--- src/rtl/core/mmt_pkg.sv ---
// shared types, codes and helpers for the tiled int8 matrix multiply
// no dependencies; imported by every module of the block
package mmt_pkg;

    // width of the accumulated result
    localparam int unsigned ACC_W = 22;

    // request codes carried in the func field
    localparam logic [1:0] FUNC_WR_A = 2'd0;
    localparam logic [1:0] FUNC_WR_B = 2'd1;
    localparam logic [1:0] FUNC_TILE = 2'd2;

    // register indexes (byte address is four times the index)
    localparam logic [1:0] REG_ROWS  = 2'd0;
    localparam logic [1:0] REG_INNER = 2'd1;
    localparam logic [1:0] REG_COLS  = 2'd2;

    // index of the final element of a 4x4 tile
    localparam logic [3:0] EMIT_LAST = 4'd15;

    typedef struct packed {
        logic [1:0]        func;
        logic [5:0]        row_index;
        logic [5:0]        col_index;
        logic signed [7:0] elem_value;
    } t_in_item;

    typedef struct packed {
        logic signed [ACC_W-1:0] product_value;
        logic [5:0]              out_row;
        logic [5:0]              out_col;
        logic                    last;
    } t_out_item;

    // raw size registers
    typedef struct packed {
        logic [6:0] rows;
        logic [6:0] inner;
        logic [6:0] cols;
    } t_cfg;

    // controller to datapath
    typedef struct packed {
        logic       accept;
        logic       start;
        logic       step;
        logic       copy;
        logic [3:0] emit_idx;
    } t_ctl_cmd;

    // datapath to controller
    typedef struct packed {
        logic tile_ok;
        logic k_last;
        logic pipe_busy;
    } t_dp_sts;

    typedef enum logic [1:0] {
        ST_IDLE,
        ST_RUN,
        ST_DRAIN
    } t_state;

    // size in use: clamp to [4, maxv] and round down to a multiple of four
    function automatic logic [8:0] eff_size(input logic [6:0] v, input logic [8:0] maxv);
        logic [8:0] s;
        s = {2'b00, v};
        if (s < 9'd4) begin
            s = 9'd4;
        end
        if (s > maxv) begin
            s = maxv;
        end
        return s & ~9'd3;
    endfunction

endpackage

--- src/rtl/core/mmt_ctrl.sv ---
// control fsm: request handshake, inner-loop sequencing and result streaming
// depends on mmt_pkg
module mmt_ctrl (
    input  logic              i_clk,
    input  logic              i_rst_n,
    input  logic              i_in_valid,
    input  logic              i_out_stall,
    input  mmt_pkg::t_dp_sts  i_sts,
    output mmt_pkg::t_ctl_cmd o_cmd,
    output logic              o_in_stall,
    output logic              o_out_valid
);
    import mmt_pkg::*;

    t_state     r_state;
    t_state     n_state;
    logic       r_emit_busy;
    logic [3:0] r_emit_cnt;
    logic       w_accept;
    logic       w_copy;
    logic       w_out_take;

    // command outputs
    always_comb begin
        w_accept = 1'b0;
        w_copy   = 1'b0;
        case (r_state)
            ST_IDLE:  w_accept = i_in_valid;
            ST_DRAIN: w_copy   = !i_sts.pipe_busy && !r_emit_busy;
            default:  ;
        endcase
        o_cmd.accept   = w_accept;
        o_cmd.start    = w_accept && i_sts.tile_ok;
        o_cmd.step     = (r_state == ST_RUN);
        o_cmd.copy     = w_copy;
        o_cmd.emit_idx = r_emit_cnt;
        o_in_stall     = (r_state != ST_IDLE);
    end

    // next state
    always_comb begin
        n_state = r_state;
        case (r_state)
            ST_IDLE: begin
                if (i_in_valid && i_sts.tile_ok) begin
                    n_state = ST_RUN;
                end
            end
            ST_RUN: begin
                if (i_sts.k_last) begin
                    n_state = ST_DRAIN;
                end
            end
            ST_DRAIN: begin
                if (!i_sts.pipe_busy && !r_emit_busy) begin
                    n_state = ST_IDLE;
                end
            end
            default: n_state = ST_IDLE;
        endcase
    end

    always_ff @(posedge i_clk) begin
        if (!i_rst_n) begin
            r_state <= ST_IDLE;
        end else begin
            r_state <= n_state;
        end
    end

    // result streaming: sixteen transactions per tile from the result bank
    assign o_out_valid = r_emit_busy;
    assign w_out_take  = r_emit_busy && !i_out_stall;

    always_ff @(posedge i_clk) begin
        if (!i_rst_n) begin
            r_emit_busy <= 1'b0;
            r_emit_cnt  <= 4'd0;
        end else if (w_copy) begin
            r_emit_busy <= 1'b1;
            r_emit_cnt  <= 4'd0;
        end else if (w_out_take) begin
            if (r_emit_cnt == EMIT_LAST) begin
                r_emit_busy <= 1'b0;
            end
            r_emit_cnt <= r_emit_cnt + 4'd1;
        end
    end

endmodule

--- config.mk ---
export PLATFORM = sky130hd
export DESIGN_NAME = mmt_ctrl
export DESIGN_NICKNAME = d
export VERILOG_FILES = /design/src/rtl/core/mmt_pkg.sv /design/src/rtl/core/mmt_ctrl.sv
export SDC_FILE = /design/constraint.sdc
export NUM_CORES = 1
export LEC_CHECK = 0
export ABC_CLOCK_PERIOD_IN_PS = 1100
export BUFFER_PORTS_ARGS = -buffer_cell sky130_fd_sc_hd__buf_2
export CAP_MARGIN = 30
export CORE_AREA = 10 10 47 49
export DETAILED_ROUTE_END_ITERATION = 10
export DIE_AREA = 0 0 57 59
export HOLD_SLACK_MARGIN = 0.12
export PLACE_DENSITY_LB_ADDON = 0.1
export SLEW_MARGIN = 30
export SYNTH_ARGS = -nofsm -noshare
export SYNTH_HDL_FRONTEND = slang
export SYNTH_SLANG_ARGS = --single-unit
export TNS_END_PERCENT = 10
--- constraint.sdc ---
create_clock -name i_clk -period 1.1 [get_ports i_clk]
set_input_delay 0.11 -clock i_clk [delete_from_list [all_inputs] [get_ports i_clk]]
set_output_delay 0.11 -clock i_clk [all_outputs]
set_load 0.005 [all_outputs]
==> results.ini <==
[pwr]
ir_worst_vdd_mv=0.376
pwr_density_cell_nw_per_um2=1080
p_leak_nw=0.234
finalPower_mw=0.555

[sta]
setup_viol=3
final.setup.worst_slack_ns=-0.0613
max_freq_mhz=861
worstMarginPinSlew_ns=0.232
max_slew_margin_pct=84.5
hold_viol_final=0
timing.hold.ws_ns=0.140
fin_skew_ns=0.00112
slew_violations=0
rsz0062_at_grt=yes
finalCriticalPeriod_ns=1.16
post-route-period-util_pct=106
tns_ns=-0.175

[grt]
met1_usage_pct=7.09
grt_pass1_vias=376
grt_max_degree=6
antenna_found_initial=0
grtUsageMet2_pct=8.84
globalRoute.busiestLayer=met2
global_route.usage.met3_pct=3.86
grtUsageTotal_pct=6.47
overflow=0
grt_pass1_wl_mm=1.67

[route]
wire_per_inst_um=11.8
dr.pass1.iters=4
vias_per_cell=4.44
drt_wl_total_um=917
drt_iter0_drc=11
ant_nets=0
num_vias=346
drc=0

[place]
place_area_um2=472
io_buffers=16
routabilityCongestion=0.686
hpwl_um=750
placed_cells=75

[finish]
ff_latch_area_um2=145
insertedDiodeCount=0
syn2layout_area_growth_pct=41.2
final_common_cell=buf_2
stdcell_area_um2=514
layout.nets=71
drive_gt1_share_pct=48.4
fillerInstances=167
multi_input_area_um2=216
layout_common_cells=buf_2, nor2b_1, nand2_1, dfxtp_2
stdcell_count=78

[critical_path]
rr_endpoint=r_emit_cnt[2]
required_ns=0.99
cp_data_arrival_time_ns=1.05
critPathLaunchType=flop
worst-path-max-fanout=5
path_cells=or2_4 -> nor2_1 -> buf_2
reg2regPathDepth=3
crit_path_max_incr_delay_ns=0.35
critPathKind=reg -> out
cpLargestDelayFamily=flip-flops
path_buf_inv=1
timing.rr.start=r_state[0]
ff2ff_setup_slack_ns=0.08
cp_slowest_cell=dfxtp_2
end_kind=primary output

[floorplan]
design.die.area_um2=3360
core_um2=1400
initial_core_util_pct=26.0
die_x_um=57
rows=14
fp.dieH_um=59
boundaryPins=17

[hold_path]
min_path_cells=3
min_path_type=in -> reg
min-delay-start=i_sts[1]
hold_end=r_state[1]

[cts]
cts_buffers=3
path_clk_slew_ns=0.05
cts_tree=built
insertion_delay_ns=0.25
cts_max_level=1
cts.path.max_buffers=2
ctsHoldBuffers=0
clockRootBuffer=clkbuf_4
cts_num_sinks=7

[synth]
syn-num-nets=50
syn-cell-area_um2=364
yosysWarnings=0
synthCells=42
synth_top_area_share_pct=38.5
synth_edf_count=0
ys_seq_area_share_pct=38.5
syn_avg_cell_area_um2=8.67
yosys_most_used_dff=dfxtp_1
yosys.area.top_type=dfxtp_1
synthArstFlopShare_pct=0
yosys-top-cells-area=dfxtp_1, nor2b_1, buf_4
synth_cell_type_count=21
ys_seq_elements=7

[status]
violations=setup timing
status=finished, violations left

[job]
drv_cap=0

how the worst max path moves through the flow:
stage                startpoint       endpoint  slack, ns  cells past startpoint
finish               r_state[0]       o_cmd[7]      -0.06                      3
global route         r_state[1]       o_cmd[6]      -0.12                      3
CTS                  r_state[0]       o_cmd[4]      -0.08                      2
detailed placement  o_out_valid  r_emit_cnt[2]       0.06                      3
global placement    o_out_valid    o_out_valid       0.06                      4
floorplan           o_out_valid  r_emit_cnt[3]       0.07                      3
timing repair:
action,in CTS,in global routing
setup buffers,0,0
gates resized for setup,4,4
cloned,0,0
endpoints found under the setup margin,4,8
pin swaps,1,0
stage by stage:
step / util (%) / worst slack [ns]
4_1_cts: 36.0 / -0.0762
5_1_grt: 36.7 / -0.116
3_5_place_dp: 33.7 / 0.0581
3_3_place_gp: 33.7 / 0.0556
6_report: 36.7 / -0.0613
2_1_floorplan: - / 0.0678
cells in the mapped netlist (2+ instances only):
| master | count |
|---|---|
| dfxtp_1 | 7 |
| a21oi_1 | 3 |
| o21ai_0 | 2 |
| nor2b_1 | 4 |
| nor2_1 | 4 |
| buf_4 | 3 |
| nand2_1 | 4 |
| nand2b_1 | 2 |
logic make-up (layout without fill, tap and decap cells):
logic type | Yosys count | in the layout | synth area share (%)
DFF | 7 | 7 | 38.5
buffers and inverters | 4 | 24 | 7.22
and+or+nand+nor | 21 | 21 | 34.0
muxes | 1 | 1 | 3.09
xor gates and xnor gates | 2 | 2 | 4.81
AOI/OAI and AO/OA | 6 | 6 | 8.93
adders and majority gates | 1 | 1 | 3.44
routing by layer:
layer,part of all wire [%],wire length [um],vias up
li1,-,-,179
met1,52,473,151
met5,0,0,-
met2,40,365,14
met4,0.55,5,0
met3,8.0,73,2
state kept, by name (all words and copies together) (netlist names):
signal and cells:
r_state 2, r_emit_cnt 4, o_out_valid 1
where the power goes:
part	switching, mW	leakage [nW]	internal, mW	total (mW)
clock	0.0881	0.0150	0.138	0.226
sequential	0.00680	0.0585	0.259	0.266
combinational	0.0278	0.160	0.0350	0.0628
final cells by class:
type / count / area share, %
clock buffer: 4 / 5.11
inverter: 1 / 0.730
timing repair buffer: 19 / 20.0
sequential: 7 / 28.2
multi-input combinational: 31 / 42.1
tap: 16 / 3.89
worst register-to-register path: cells and delay by family, from the launching register on:
family / cells / cell delay (ns)
simple gates: 3 / 0.57
flops: 1 / 0.35
(Power assumes the default switching activity.)
