**src/rtl/core/mmt_pkg.sv**
```systemverilog
// shared types, codes and helpers for the tiled int8 matrix multiply
// no dependencies; imported by every module of the block
package mmt_pkg;

    // width of the accumulated result
    localparam int unsigned ACC_W = 22;

    // request codes carried in the func field
    localparam logic [1:0] FUNC_WR_A = 2'd0;
    localparam logic [1:0] FUNC_WR_B = 2'd1;
    localparam logic [1:0] FUNC_TILE = 2'd2;

    // register indexes (byte address is four times the index)
    localparam logic [1:0] REG_ROWS  = 2'd0;
    localparam logic [1:0] REG_INNER = 2'd1;
    localparam logic [1:0] REG_COLS  = 2'd2;

    // index of the final element of a 4x4 tile
    localparam logic [3:0] EMIT_LAST = 4'd15;

    typedef struct packed {
        logic [1:0]        func;
        logic [5:0]        row_index;
        logic [5:0]        col_index;
        logic signed [7:0] elem_value;
    } t_in_item;

    typedef struct packed {
        logic signed [ACC_W-1:0] product_value;
        logic [5:0]              out_row;
        logic [5:0]              out_col;
        logic                    last;
    } t_out_item;

    // raw size registers
    typedef struct packed {
        logic [6:0] rows;
        logic [6:0] inner;
        logic [6:0] cols;
    } t_cfg;

    // controller to datapath
    typedef struct packed {
        logic       accept;
        logic       start;
        logic       step;
        logic       copy;
        logic [3:0] emit_idx;
    } t_ctl_cmd;

    // datapath to controller
    typedef struct packed {
        logic tile_ok;
        logic k_last;
        logic pipe_busy;
    } t_dp_sts;

    typedef enum logic [1:0] {
        ST_IDLE,
        ST_RUN,
        ST_DRAIN
    } t_state;

    // size in use: clamp to [4, maxv] and round down to a multiple of four
    function automatic logic [8:0] eff_size(input logic [6:0] v, input logic [8:0] maxv);
        logic [8:0] s;
        s = {2'b00, v};
        if (s < 9'd4) begin
            s = 9'd4;
        end
        if (s > maxv) begin
            s = maxv;
        end
        return s & ~9'd3;
    endfunction

endpackage

```
**src/rtl/core/mmt_regs.sv**
```systemverilog
// size register file behind the apb-style configuration port
// depends on mmt_pkg
module mmt_regs (
    input  logic           i_clk,
    input  logic           i_rst_n,
    input  logic           psel,
    input  logic           penable,
    input  logic           pwrite,
    input  logic [3:0]     paddr,
    input  logic [31:0]    pwdata,
    output logic [31:0]    prdata,
    output logic           pready,
    output mmt_pkg::t_cfg  o_cfg
);
    import mmt_pkg::*;

    logic [6:0] r_rows;
    logic [6:0] r_inner;
    logic [6:0] r_cols;
    logic       w_wr;

    assign pready = 1'b1;
    assign w_wr   = psel && penable && pwrite;

    // register writes
    always_ff @(posedge i_clk) begin
        if (!i_rst_n) begin
            r_rows  <= 7'd64;
            r_inner <= 7'd64;
            r_cols  <= 7'd64;
        end else if (w_wr) begin
            case (paddr[3:2])
                REG_ROWS:  r_rows  <= pwdata[6:0];
                REG_INNER: r_inner <= pwdata[6:0];
                REG_COLS:  r_cols  <= pwdata[6:0];
                default:   ;
            endcase
        end
    end

    // read mux
    always_comb begin
        case (paddr[3:2])
            REG_ROWS:  prdata = {25'd0, r_rows};
            REG_INNER: prdata = {25'd0, r_inner};
            REG_COLS:  prdata = {25'd0, r_cols};
            default:   prdata = 32'd0;
        endcase
    end

    assign o_cfg = '{rows: r_rows, inner: r_inner, cols: r_cols};

endmodule

```
**config.mk**
```make
export PLATFORM = sky130hd
export DESIGN_NAME = mmt_regs
export DESIGN_NICKNAME = d
export VERILOG_FILES = /design/src/rtl/core/mmt_pkg.sv /design/src/rtl/core/mmt_regs.sv
export SDC_FILE = /design/constraint.sdc
export NUM_CORES = 1
export LEC_CHECK = 0
export BUFFER_PORTS_ARGS = -buffer_cell sky130_fd_sc_hd__buf_2
export CORE_ASPECT_RATIO = 0.5
export CORE_UTILIZATION = 40
export DETAILED_ROUTE_END_ITERATION = 12
export PLACE_DENSITY = 0.82
export SLEW_MARGIN = 20
export SYNTH_ARGS = -nofsm -noshare
export SYNTH_HDL_FRONTEND = slang
export SYNTH_SLANG_ARGS = --single-unit
```
**constraint.sdc**
```tcl
create_clock -name i_clk -period 2.45 [get_ports i_clk]
set_input_delay 0.49 -clock i_clk [delete_from_list [all_inputs] [get_ports i_clk]]
set_output_delay 0.49 -clock i_clk [all_outputs]
set_load 0.02 [all_outputs]
```
==> run_results.csv, run 1 <==
group,metric,value,unit
outcome,status,"finished clean",
synth,seq_area_frac_synth,36.0,%
sta,slew_viol_final,0,
detailed_routing,wl_met1,1.03,mm
finish,areaGrowthSynthToFinish,14.9,%
synth,yosys_warnings,0,
clock_tree,cts_sinks,21,
floorplanning,initial_core_util,43.5,%
critical_path,required,1.96,ns
critical_path,criticalPathCategory,"in -> out",
sta,fin_tns_setup,0,ns
finish,fin_cells,207,
clock_tree,cts_resized,0,
critical_path,cp-end-kind,"output pin",
critical_path,r2r_slack,1.81,ns
pwr,power_density,499,mW/mm2
floorplanning,die_area,0.00315,mm2
finish,layout.nets,212,
sta,fin_crit_sh,83.9,%
detailed_routing,dr_wl_met2,1.03,mm
floorplanning,dieHeight,40.2,um
synth,synth_cell_types,14,
clock_tree,postCtsSetupRepairBufs,0,
detailed_routing,wl_met3,139,um
placement,place_area,0.00130,mm2
synth,avgSynthCellArea,8.92,um2
detailed_routing,via_count,911,
global_route,grt_pass1_wl,3.33,mm
critical_path,critPathCapture,"prdata[3]",
synth,yosys.area_share.simple,16.3,%
global_route,grt_pass1_vias,739,
job,maxCapViolations,0,
synth,ys_ff_latch,21,
synth,synthDominantCellAreaShare,36.0,%
synth,synth_top_cell_by_area,"dfxtp_1",
synth,syn_area,0.00117,mm2
floorplanning,core_area,0.00268,mm2
detailed_routing,routedWlPerCell,10.8,um
sta,min_period,2.06,ns
detailed_routing,drc_errors,0,
pwr,peakVddDrop,0.258,mV
sta,hold_ws,0.470,ns
clock_tree,clk_pin_slew,0.07,ns
critical_path,crit_fanout,11,
detailed_routing,ant_nets,0,
sta,hold_viol,0,
global_route,antenna_found_initial,0,
pwr,leakagePower,0.680,nW
synth,synthAdderAreaFrac,0,%
detailed_routing,top_layer_used,"met4",
clock_tree,h-tree-depth,1,
placement,port-buffer-count,41,
clock_tree,ctsHoldBuffers,0,
finish,final_util,50.0,%
detailed_routing,drtPass1Iterations,4,
synth,yosys.area_share.xor_xnor,0,%
synth,synth_compound_area_share,3.00,%
sta,finalSetupViolations,0,
synth,synth.area.top_cells,"dfxtp_1, mux2i_1, buf_4, nand2_1, o21ai_0",
placement,hpwlAfterDp,1.68,mm
critical_path,cp-startpoint,"paddr[3]",
sta,finClkSkew,0,ns
floorplanning,rows,13,
critical_path,crit_arrival,1.57,ns
pwr,total_power,670,uW
sta,fmax,487,MHz
critical_path,r2r-end,"r_inner[5]",
worst_hold_path,hp-class,"reg -> reg",
detailed_routing,post_drt_via_cell_ratio,4.40,
clock_tree,cts_tree,"built",
finish,diodes,0,
floorplanning,num_io_pins,95,
synth,synth_top_family_by_area,"multiplexers",
clock_tree,clockBufferDepth,2,
clock_tree,cts_made_buffers,3,
sta,slew-limit-headroom,66.8,%
placement,pre_cts_slack,0.409,ns
critical_path,rr_startpoint,"r_inner[5]",
finish,stdcell_area,0.00134,mm2
floorplanning,die_w,78.4,um
sta,rsz0062_at_grt,"false",
critical_path,startpoint_type,"input port",
clock_tree,clock_latency,0.26,ns
global_route,grt_max_degree,29,
global_route,grtUsageTotal,14.5,%
critical_path,reg2reg_depth,2,
sta,worst_slew_pin_slew,0.497,ns
clock_tree,cts_root_buffer,"clkbuf_8",
finish,drive_gt1_share,28.8,%
synth,syn_inst,131,
global_route,grt-ovfl-total,0,
detailed_routing,drt_iter0_markers,42,
placement,place_congestion,0.776,
placement,dp.cells,203,
sta,fin_ws,0.395,ns
detailed_routing,drt-total-wl,2.23,mm
synth,synth.mux.area_fraction,24.0,%
## synth_stat cells
cell type and number:
nor3_4 1, dfxtp_1 21, clkbuf_1 1, nor3b_1 1
nand3_2 1, conb_1 2, nor2b_1 5, buf_6 1
buf_4 26, or3b_1 1, nand2_1 31, o21ai_0 7
buf_2 5, mux2i_1 28
## area by class of cell
cell class	instances	area, um2
Fill cell	248	1340
Multi-Input combinational cell	101	603
Timing Repair Buffer	44	228
Clock buffer	4	45.0
Tap cell	37	46.3
Sequential cell	21	420
## how the worst min path moves through the flow
| stage | startpoint | end | slack [ns] | cells after the start |
|---|---|---|---|---|
| finish | r_inner[4] | r_inner[4] | 0.47 | 2 |
| global route | r_cols[3] | r_cols[3] | 0.49 | 2 |
| CTS | r_rows[4] | r_rows[4] | 0.48 | 2 |
| detailed placement | r_rows[4] | r_rows[4] | 0.47 | 2 |
| global placement | r_inner[1] | r_inner[1] | 0.46 | 2 |
| floorplan | r_rows[0] | r_rows[0] | 0.54 | 2 |
## flip-flops by register name, summed over array words and instances (netlist names)
register	flops
r_inner	7
r_cols	7
r_rows	7
## cell families after synthesis
group           Yosys count
simple gates             40
buf+inv                  33
mux                      28
flops                    21
compound gates            7
other cells               2
## worst max-delay path, cell delays in order
cell     delay, ns
buf_2         0.21
nor2b_1       0.34
buf_4         0.20
nand2_1       0.05
o21ai_0       0.08
buf_2         0.20
## report_power, final
| group | internal (mW) | total [mW] | switching (mW) |
|---|---|---|---|
| Combinational | 0.0251 | 0.101 | 0.0755 |
| Sequential | 0.346 | 0.349 | 0.00313 |
| Clock | 0.116 | 0.220 | 0.105 |
## layout by cell type, fill, tap and decap left out
master     n
o21ai_0    7
buf_4      3
nor3b_1    1
clkbuf_1   1
nand3_2    1
buf_2     41
dfxtp_1   21
nor3_4     1
mux2i_1   28
nand2_1   31
clkbuf_8   3
conb_1    26
nor2b_1    5
or3b_1     1
## per-layer routing
metal	GRT usage [%]	vias up
met5	0	-
met2	26.8	47
met4	6.02	0
met3	4.32	4
met1	16.6	406
li1	-	454
Power figures use the tool's default switching activity.
==> run 2, diff against run 1 <==
- CORE_UTILIZATION: 40 -> 38
- PLACE_DENSITY: 0.82 -> 0.79
- clock period: 2.45 -> 2.1 ns (I/O delays scaled with it)
==> run 2 against run 1 <==
  * Worst hold slack lost 0.027 ns
  * Setup slack got worse by 0.090 ns
  * Clock-buffer cell count shrank 1
  * First-iteration DRC count rose by 90%
  * Largest power group unchanged
  * Register-to-register slack worse by 0.35 ns
  * Sequential power is 17% higher
  * Clock power rose by 22%
  * Wire length up 2.6%
  * Sequential share of layout area fell by 0.087 points
  * Via count grew 0.55%
==> run_results.csv, run 2 (same netlist as run 1, synthesis figures left out) <==
group,metric,value,unit
outcome,status,"finished clean",
global_route,grt-busiest-layer,"met2",
global_route,met3_usage,3.33,%
placement,pre_cts_slack,0.331,ns
finish,areaGrowthSynthToFinish,15.2,%
floorplanning,dieHeight,41.2,um
detailed_routing,routedWlPerCell,11.0,um
critical_path,crit_fanout,11,
sta,min_period,1.80,ns
global_route,grt-ovfl-total,0,
global_route,antenna_found_initial,0,
finish,final_common_cell,"buf_2",
global_route,grt_pass1_vias,762,
finish,drive_gt1_share,29.4,%
floorplanning,die_area,0.00331,mm2
global_route,grt_pass1_wl,3.36,mm
critical_path,cp-end-kind,"output pin",
global_route,grt.met2_usage,27.3,%
clock_tree,cts_made_buffers,3,
critical_path,startpoint_type,"input port",
clock_tree,postCtsSetupRepairBufs,0,
critical_path,reg2reg_depth,2,
clock_tree,clock_latency,0.26,ns
sta,fin_crit_sh,85.5,%
global_route,grt_max_degree,29,
sta,rsz0062_at_grt,"false",
sta,fin_tns_setup,0,ns
floorplanning,num_io_pins,95,
floorplanning,rows,13,
clock_tree,cts_sinks,21,
finish,reg_top3,"r_cols x7, r_inner x7, r_rows x7",
clock_tree,clockBufferDepth,2,
job,maxCapViolations,0,
critical_path,required,1.68,ns
placement,port-buffer-count,41,
clock_tree,h-tree-depth,1,
finish,layout.nets,212,
detailed_routing,drtPass1Iterations,4,
worst_hold_path,hp-class,"in -> reg",
critical_path,r2r-end,"r_rows[6]",
detailed_routing,drt-total-wl,2.29,mm
critical_path,critPathCapture,"prdata[6]",
sta,hold_viol,0,
detailed_routing,via_count,916,
global_route,grtUsageTotal,14.0,%
critical_path,criticalPathCategory,"in -> out",
pwr,leakagePower,0.679,nW
sta,fin_ws,0.304,ns
clock_tree,cts_tree,"built",
detailed_routing,drt_iter0_markers,80,
critical_path,cp-startpoint,"paddr[3]",
detailed_routing,post_drt_via_cell_ratio,4.43,
clock_tree,cts_root_buffer,"clkbuf_8",
clock_tree,ctsHoldBuffers,0,
clock_tree,cts_resized,0,
clock_tree,clk_pin_slew,0.08,ns
floorplanning,die_w,80.4,um
sta,slew_viol_final,0,
critical_path,crit_arrival,1.38,ns
placement,place_congestion,0.738,
pwr,peakVddDrop,0.340,mV
detailed_routing,drc_errors,0,
pwr,total_power,793,uW
finish,layout_common_cells,"buf_2, nand2_1, mux2i_1, conb_1, dfxtp_1",
floorplanning,core_area,0.00275,mm2
critical_path,rr_startpoint,"r_rows[6]",
finish,diodes,0,
critical_path,r2r_slack,1.46,ns
sta,fmax,557,MHz
detailed_routing,ant_nets,0,
pwr,power_density,589,mW/mm2
sta,finClkSkew,0,ns
floorplanning,initial_core_util,42.5,%
global_route,grt.met1_usage,16.0,%
sta,finalSetupViolations,0,
placement,hpwlAfterDp,1.69,mm
-- run 2: power by group --
group	switching [mW]	internal (mW)
sequential	0.00361	0.403
combinational	0.0887	0.0301
clock	0.134	0.134
total	0.226	0.567
-- run 2: through the flow --
step           hold slack (ns)  instances  instance area, um2  util, %
5_1_grt                  0.472        207                1350     49.0
3_3_place_gp             0.456        203                1300     47.2
3_5_place_dp             0.467        203                1300     47.2
4_1_cts                  0.441        207                1350     49.0
6_report                 0.443        207                1350     49.0
2_1_floorplan            0.543        155                1260        -
-- run 2: area by class of cell --
cell class | count | area, um2
Fill cell | 260 | 1400
Multi-Input combinational cell | 101 | 603
Sequential cell | 21 | 420
Timing Repair Buffer | 44 | 228
Clock inverter | 1 | 7.51
Clock buffer | 3 | 41.3
Tap cell | 37 | 46.3
-- run 2: worst min-delay path by stage --
stage / start / end / slack (ns) / cells past startpoint
4_1_cts: pwdata[6] / r_inner[6] / 0.44 / 3
3_5_place_dp: r_cols[1] / r_cols[1] / 0.47 / 2
6_report: pwdata[6] / r_inner[6] / 0.44 / 3
5_1_grt: pwdata[6] / r_inner[6] / 0.47 / 3
3_3_place_gp: r_rows[5] / r_rows[5] / 0.46 / 2
2_1_floorplan: r_rows[0] / r_rows[0] / 0.54 / 2
-- run 2: routing by layer --
| layer | vias to the layer above | wire, um |
|---|---|---|
| li1 | 451 | - |
| met1 | 418 | 1010 |
| met2 | 45 | 1140 |
| met3 | 2 | 122 |
| met4 | 0 | 15 |
| met5 | - | 0 |
-- run 2: critical path, cell delays in order --
cell and delay, ns:
buf_2 0.21, nor2b_1 0.24, buf_4 0.17, nand2_1 0.05, o21ai_0 0.08, buf_2 0.20
==> run 3, diff against run 2 <==
- ABC_AREA: default -> 1
- CORE_UTILIZATION: 38 -> 39
==> run 3 against run 2 <==
  * Maximum frequency is 0.33% higher
  * Critical endpoint is now prdata[1]
  * Largest power group unchanged
  * Combinational power is 38% higher
  * Clock skew stayed put
  * Sequential share of layout area is 2.0 points lower
  * Sequential cell count stayed put
==> run_results.csv, run 3 <==
group,metric,value,unit
global_route,antenna_found_initial,0,
global_route,grt-ovfl-total,0,
synth,synth_cell_types,15,
critical_path,criticalPathCategory,"in -> out",
worst_hold_path,hp-class,"in -> reg",
clock_tree,ctsHoldBuffers,0,
finish,reg_top3,"r_cols x7, r_inner x7, r_rows x7",
detailed_routing,drt-total-wl,2.68,mm
synth,synth.mux.area_fraction,0,%
floorplanning,rows,14,
sta,finClkSkew,0,ns
sta,min_period,1.79,ns
finish,layout.nets,269,
finish,final_util,47.8,%
pwr,peakVddDrop,0.326,mV
clock_tree,cts_root_buffer,"clkbuf_8",
synth,yosys.area_share.simple,42.0,%
clock_tree,postCtsSetupRepairBufs,0,
synth,syn_inst,185,
clock_tree,h-tree-depth,1,
synth,synthArstFlopShare,0,%
global_route,grtUsageTotal,16.6,%
floorplanning,dieHeight,41.8,um
floorplanning,die_area,0.00342,mm2
synth,synth_top_cell_by_area,"dfxtp_1",
global_route,grt_pass1_vias,1043,
synth,synth.most_common_cell,"nand2_1",
pwr,leakagePower,0.748,nW
finish,drive_gt1_share,26.0,%
finish,diodes,0,
synth,synthDominantCellAreaShare,34.0,%
detailed_routing,routedWlPerCell,10.0,um
outcome,status,"finished clean",
synth,yosys_warnings,0,
sta,rsz0062_at_grt,"false",
detailed_routing,ant_nets,0,
placement,place_congestion,0.826,
critical_path,startpoint_type,"input port",
finish,areaGrowthSynthToFinish,16.4,%
synth,ys.flop_type,"dfxtp_1",
finish,layout_common_cells,"nand2_1, buf_2, nor2_1, nand3_1, conb_1",
detailed_routing,via_count,1167,
sta,fin_tns_setup,0,ns
placement,port-buffer-count,41,
synth,synthAdderAreaFrac,0,%
synth,synthTopCellsByCount,"nand2_1, nor2_1, buf_4, nand3_1, dfxtp_1",
synth,synth.area.top_cells,"dfxtp_1, buf_4, nand2_1, nand3_1, nor2_1",
global_route,grt_max_degree,22,
clock_tree,cts_sinks,21,
critical_path,crit_fanout,11,
job,maxCapViolations,0,
clock_tree,clk_pin_slew,0.08,ns
detailed_routing,drc_errors,0,
sta,slew_viol_final,0,
detailed_routing,drtPass1Iterations,7,
sta,hold_viol,0,
critical_path,crit_arrival,1.37,ns
floorplanning,core_area,0.00301,mm2
synth,synth_edf_count,0,
pwr,total_power,843,uW
pwr,power_density,586,mW/mm2
synth,syn_area,0.00124,mm2
clock_tree,cts_made_buffers,3,
clock_tree,cts_resized,0,
sta,fin_crit_sh,85.2,%
detailed_routing,post_drt_via_cell_ratio,4.37,
floorplanning,num_io_pins,95,
detailed_routing,drt_iter0_markers,69,
critical_path,required,1.68,ns
floorplanning,initial_core_util,41.1,%
clock_tree,cts_tree,"built",
synth,seq_area_frac_synth,34.0,%
clock_tree,clock_latency,0.25,ns
sta,finalSetupViolations,0,
global_route,grt_pass1_wl,4.46,mm
clock_tree,clockBufferDepth,2,
synth,avgSynthCellArea,6.69,um2
sta,fmax,559,MHz
floorplanning,die_w,81.7,um
placement,hpwlAfterDp,2.02,mm
synth,synth_compound_area_share,1.21,%
synth,yosys.area_share.xor_xnor,0,%
synth,synth_top_family_by_area,"simple AND/OR/NAND/NOR gates",
synth,ys_ff_latch,21,
critical_path,cp-end-kind,"output pin",
finish,final_common_cell,"nand2_1",
==> run 3: changes by cell type after synthesis, sizes merged <==
cell	change
or3b	-1
clkbuf	-1
nand2	+15
o21ai	-4
inv	+9
nor3	-1
nor2	+43
nor2b	-5
mux2i	-28
nor3b	-1
nand3	+28
==> run 3: where the power goes <==
part | leakage, nW | internal [mW] | switching, mW | total [mW]
sequential | 0.170 | 0.407 | 0.00611 | 0.413
clock | 0.0217 | 0.134 | 0.133 | 0.266
combinational | 0.556 | 0.0439 | 0.120 | 0.164
==> run 3: worst paths after layout <==
kind / startpoint / to / cells past startpoint / slack [ns]
min: pwdata[6] / r_rows[6] / 3 / 0.40
min reg2reg: r_rows[6] / r_rows[6] / 2 / 0.50
max reg2reg: r_rows[5] / r_rows[5] / 2 / 1.49
max: paddr[2] / prdata[1] / 6 / 0.31
==> run 3: cell type report <==
class                   instances  area (um2)
inverters                       9        33.8
flip-flops and latches         21         420
multi-input cells             147         632
clock buffers                   3        41.3
well taps                      40        50.0
clock inverters                 1        7.51
repair buffers                 46         255
fillers                       324        1570
==> run 3: cells by family (layout without fill, tap and decap cells) <==
| kind of cell | count (synthesis) | after routing |
|---|---|---|
| and+or+nand+nor | 118 | 118 |
| DFF | 21 | 21 |
| AOI/OAI and AO/OA | 3 | 3 |
| other | 2 | 26 |
| buffers and inverters | 41 | 59 |
==> run 3: per-stage QoR <==
stage	hold WS, ns	setup slack (ns)	instance area [um2]	cells
finish	0.397	0.310	1440	267
global route	0.427	0.205	1440	267
CTS	0.402	0.302	1440	267
detailed placement	0.492	0.303	1390	263
global placement	0.483	0.326	1390	263
floorplan	0.541	0.667	1330	209
==> run 3: critical path: stages <==
cell	delay, ns
buf_2	0.13
inv_2	0.06
nor2_2	0.39
nand2_1	0.10
nand3_1	0.11
buf_2	0.17
==> run 3: per-layer routing <==
metal	routed length [um]	GRT usage, %	up-vias
met5	0	0	-
met2	1280	28.2	49
met1	1150	21.7	510
met4	11	2.11	0
li1	-	-	606
met3	232	4.62	2
